### src/sv/tmm_pkg.sv
package tmm_pkg;

	localparam int VALUE_WIDTH_DEF = 32;
	localparam int ANGLE_WIDTH_DEF = 16;
	localparam int CORDIC_STEPS    = 30;
	localparam int TRIG_W          = 34;
	localparam int PHASE_W         = 32;
	localparam logic signed [TRIG_W-1:0] CORDIC_GAIN_INV = 34'sh026DD3B6A;

	typedef logic signed [TRIG_W-1:0] trig_t;

	typedef struct packed {
		trig_t c;
		trig_t s;
	} sincos_t;

	function automatic logic signed [PHASE_W+1:0] atan_turns(input int i);
		logic [31:0] t;
		begin
			case (i)
				0: t = 32'h20000000;  1: t = 32'h12e4051d;  2: t = 32'h09fb385b;
				3: t = 32'h051111d4;  4: t = 32'h028b0d43;  5: t = 32'h0145d7e1;
				6: t = 32'h00a2f61e;  7: t = 32'h00517c55;  8: t = 32'h0028be53;
				9: t = 32'h00145f2e; 10: t = 32'h000a2f98; 11: t = 32'h000517cc;
				12: t = 32'h00028be6; 13: t = 32'h000145f3; 14: t = 32'h0000a2f9;
				15: t = 32'h0000517c; 16: t = 32'h000028be; 17: t = 32'h0000145f;
				18: t = 32'h00000a2f; 19: t = 32'h00000517; 20: t = 32'h0000028b;
				21: t = 32'h00000145; 22: t = 32'h000000a2; 23: t = 32'h00000051;
				24: t = 32'h00000028; 25: t = 32'h00000014; 26: t = 32'h0000000a;
				27: t = 32'h00000005; 28: t = 32'h00000002; 29: t = 32'h00000001;
				default: t = 32'h0;
			endcase
			atan_turns = $signed({2'b00, t});
		end
	endfunction

	// Q4.30 (34-bit signed, 30 fraction bits) product floored back to Q4.30.
	function automatic trig_t qmul(input trig_t a, input trig_t b);
		logic signed [2*TRIG_W-1:0] p;
		begin
			p = a * b;
			qmul = p[TRIG_W+29:30];
		end
	endfunction

endpackage

### src/sv/tmm_scale.sv
module tmm_scale import tmm_pkg::*; #(
	parameter int VALUE_WIDTH = VALUE_WIDTH_DEF
) (
	input  logic                          clk,
	input  logic                          en,
	input  logic signed [VALUE_WIDTH-1:0] sc,
	input  trig_t                         r,
	output logic signed [VALUE_WIDTH-1:0] entry
);

	localparam int PW = VALUE_WIDTH + TRIG_W;
	localparam logic signed [PW-1:0] MAXV = PW'((64'd1 << (VALUE_WIDTH-1)) - 1);
	localparam logic signed [PW-1:0] MINV = -MAXV - PW'(1);

	logic signed [PW-1:0] p_s1;
	logic signed [PW-1:0] t_c;

	always_comb begin
		// Truncate toward zero: add 2^30-1 for negative products before the shift.
		t_c = $signed(p_s1 + (p_s1[PW-1] ? PW'(30'h3FFFFFFF) : PW'(0))) >>> 30;
	end

	always_ff @(posedge clk) begin
		if (en) begin
			p_s1 <= PW'(sc) * PW'(r);
			if (t_c > MAXV)
				entry <= MAXV[VALUE_WIDTH-1:0];
			else if (t_c < MINV)
				entry <= MINV[VALUE_WIDTH-1:0];
			else
				entry <= t_c[VALUE_WIDTH-1:0];
		end
	end

endmodule

### config.mk
export PLATFORM = sky130hd
export DESIGN_NAME = tmm_scale
export DESIGN_NICKNAME = d
export VERILOG_FILES = /design/src/sv/tmm_pkg.sv /design/src/sv/tmm_scale.sv
export SDC_FILE = /design/constraint.sdc
export NUM_CORES = 2
export LEC_CHECK = 0
export ABC_AREA = 1
export BUFFER_PORTS_ARGS = -buffer_cell sky130_fd_sc_hd__buf_2
export CORE_ASPECT_RATIO = 0.6
export CORE_MARGIN = 4
export CORE_UTILIZATION = 40
export DETAILED_ROUTE_END_ITERATION = 6
export SLEW_MARGIN = 20
export SYNTH_ARGS = -nofsm -noshare
export SYNTH_HDL_FRONTEND = slang
export SYNTH_SLANG_ARGS = --single-unit
### constraint.sdc
create_clock -name clk -period 18.6 [get_ports clk]
set_input_delay 2.79 -clock clk [delete_from_list [all_inputs] [get_ports clk]]
set_output_delay 2.79 -clock clk [all_outputs]
set_load 0.02 [all_outputs]
==> summary.md <==
| Metric | Value |
|---|---|
| Outcome | finished, final reports clean |
| GRT overflow | 0 |
| Yosys top cell by area | fa_1 |
| Hold EP | entry[19] |
| EDFF count, synth | 98 |
| Ys async rst share | 0% |
| Period utilization | 58.1% |
| Final RePlAce weighted congestion | 0.950 |
| Area Overhead vs Synth | 4.28% |
| Core footprint | 0.113 mm² |
| Routed wl met2 | 51900 µm |
| Drt first pass iters | 5 |
| Top_reg_cell synth | edfxtp_1 |
| Mapped Area | 0.0456 mm² |
| Vias in the first global route | 36800 |
| Residual DRC count | 0 |
| R2r setup slk | 15.16 ns |
| Top post-synthesis cells by area | fa_1 50%, inv_1 15%, nand2_1 12%, edfxtp_1 6.5%, ha_1 6.0% |
| Synth top cells by count | 1764 x inv_1, 1476 x nand2_1, 1142 x fa_1, 235 x nor2_1, 219 x clkbuf_1 |
| Die area | 0.120 mm² |
| Hold slack | 0.760 ns |
| Num Clock Sinks | 98 |
| I/O pin count | 100 |
| CTS clk-pin slew, worst paths | 0.10 ns |
| Relative slew slack | 26.7% |
| Fin Clk Skew | 0.0206 ns |
| Post-CTS Setup Inserts | 0 |
| Synth Net Count | 7090 |
| Slew Viols, Final | 0 |
| Total GRT Usage | 22.4% |
| Largest net degree at the start of global routing | 67 |
| Cells after synthesis | 5663 |
| Drt total wl | 129000 µm |
| Worst hold path class | reg2reg |
| Most common cell in the netlist | inv_1 |
| Reg2Reg Depth | 14 |
| Initial core utilization | 40.5% |
| Fmax | 92.5 MHz |
| WP data required | 18.75 ns |
| RSZ-0062 raised after global routing | no |
| Final ANT Viol Nets | 0 |
| Initial antenna violation count | 6 |
| Netlist cell types | 42 |
| Post-CTS sizing | 0 |
| Hold Path Depth | 4 |
| TritonCTS clock tree | built |
| Max layer used | met5 |
| Clock buffer depth | 2 |
| Row count | 95 |
| Hold-fix buffers, CTS | 0 |
| Yosys Warn Count | 0 |
| Port-buffer cells | 99 |
| Worst setup EP type | flip-flop |
| Slowest-stage cell, CP | fa_1 |
| Max incr delay on CP | 0.90 ns |
| Placed inst area | 0.0472 mm² |
| Reg2reg end | entry[4] |
| Pre-CTS setup slack | 7.43 ns |
| Final instance area | 0.0475 mm² |
| Clock Latency Late Sink | 0.39 ns |
| Share of layout cells above drive strength 1 | 2.96% |
| Reg2reg start | p_s1[65] |
| Worst Path Arrival | 10.96 ns |
| WL/cell | 18.2 µm |
| Top-area cell type share of the netlist area | 50.1% |
| Kind of critical path | in2reg |
| Vias | 34000 |
| Wl on met1 | 63000 µm |
| H-tree levels | 3 |
| Register area share after synthesis | 6.45% |
| Seq cells post-synth | 98 |
| Post-DP HPWL | 109000 µm |
| Avg Vias per Cell | 4.81 |
| Setup violators final | 0 |
| Met3 Wirelength | 12600 µm |
| Hold path startpoint | p_s1[49] |
| Post-route minimum period | 10.81 ns |
| Number of buffers created by CTS | 9 |
| Post-route setup TNS | 0 ns |
| Synth Area per Inst | 8.05 µm² |
| Most used cell along the critical path | inv_1 |
| CP Max Fanout | 32 |
| Die width | 444 µm |
| Max-cap violations | 0 |
| DRT iter0 DRCs | 2688 |
| Worst-margin pin slew | 1.09 ns |
| Worst Setup Start Kind | input port |
| # nets final | 6991 |
| Clock Tree Root | clkbuf_16 |
| Final Hold Violating Endpoints | 0 |
| Worst Slack Setup Final | 7.79 ns |
| Die H | 270 µm |
| First-pass GRT wire length | 211000 µm |
[cells by family after synthesis]
family / count (synthesis) / synth area share [%]
AO/OA/AOI/OAI: 246 / 3.08
XOR/XNOR: 91 / 1.75
AND/OR/NAND/NOR: 1865 / 16.0
flip-flops: 98 / 6.45
adder cells (fa/ha/maj): 1359 / 56.1
buffers and inverters: 2004 / 16.6
[placed cells by master (no fill, tap or decap), drive strengths merged, types with 33 or more instances in the layout]
cell type / synthesis / final
inv: 1769 / 1773
edfxtp: 98 / 98
a21oi: 121 / 121
fa: 1142 / 1142
buf: 16 / 125
nor2: 238 / 238
nand3: 71 / 71
ha: 217 / 217
nand2: 1482 / 1482
o21ai: 61 / 61
xnor2: 33 / 33
xor2: 58 / 58
[state kept, by name (all words and copies together), names as in the netlist]
register	count
entry	32
p_s1	66
[stage by stage]
| step | cells | utilization, % |
|---|---|---|
| 2_1_floorplan | 5663 | - |
| 3_3_place_gp | 7056 | 42.0 |
| 3_5_place_dp | 7056 | 42.0 |
| 4_1_cts | 7072 | 42.2 |
| 5_1_grt | 7072 | 42.2 |
| 6_report | 7073 | 42.2 |
[cell type report]
cell class | instances | area [µm²]
Fill cell | 11400 | 65000
Multi-Input combinational cell | 3561 | 35100
Inverter | 1769 | 6640
Sequential cell | 98 | 2940
Tap cell | 1503 | 1880
Timing Repair Buffer | 125 | 693
Clock buffer | 9 | 225
Clock inverter | 7 | 78.8
Antenna cell | 1 | 2.50
[per-layer routing]
layer	track usage, %	vias up
met5	0	-
met4	2.90	6
met3	5.56	111
met2	31.9	1247
met1	35.2	17000
li1	-	15600
[worst max-delay path by stage]
stage               startpoint       end  slack, ns  depth (start not counted)
floorplan                sc[7]  p_s1[65]       8.75                         31
global placement         r[33]  p_s1[65]       7.44                         30
detailed placement       r[33]  p_s1[65]       7.43                         30
CTS                      r[33]  p_s1[65]       7.82                         30
global route             r[33]  p_s1[65]       7.10                         30
finish                   r[33]  p_s1[65]       7.79                         30
[critical path, delay by kind of cell]
family | cells | cell delay (ns)
AOI/OAI and AO/OA | 5 | 0.97
and+or+nand+nor | 5 | 0.52
adders and majority gates | 9 | 4.65
buffers and inverters | 11 | 1.96
Power is not shown: default switching activity piles up to over one toggle a cycle in this logic, so the estimate is an artifact.
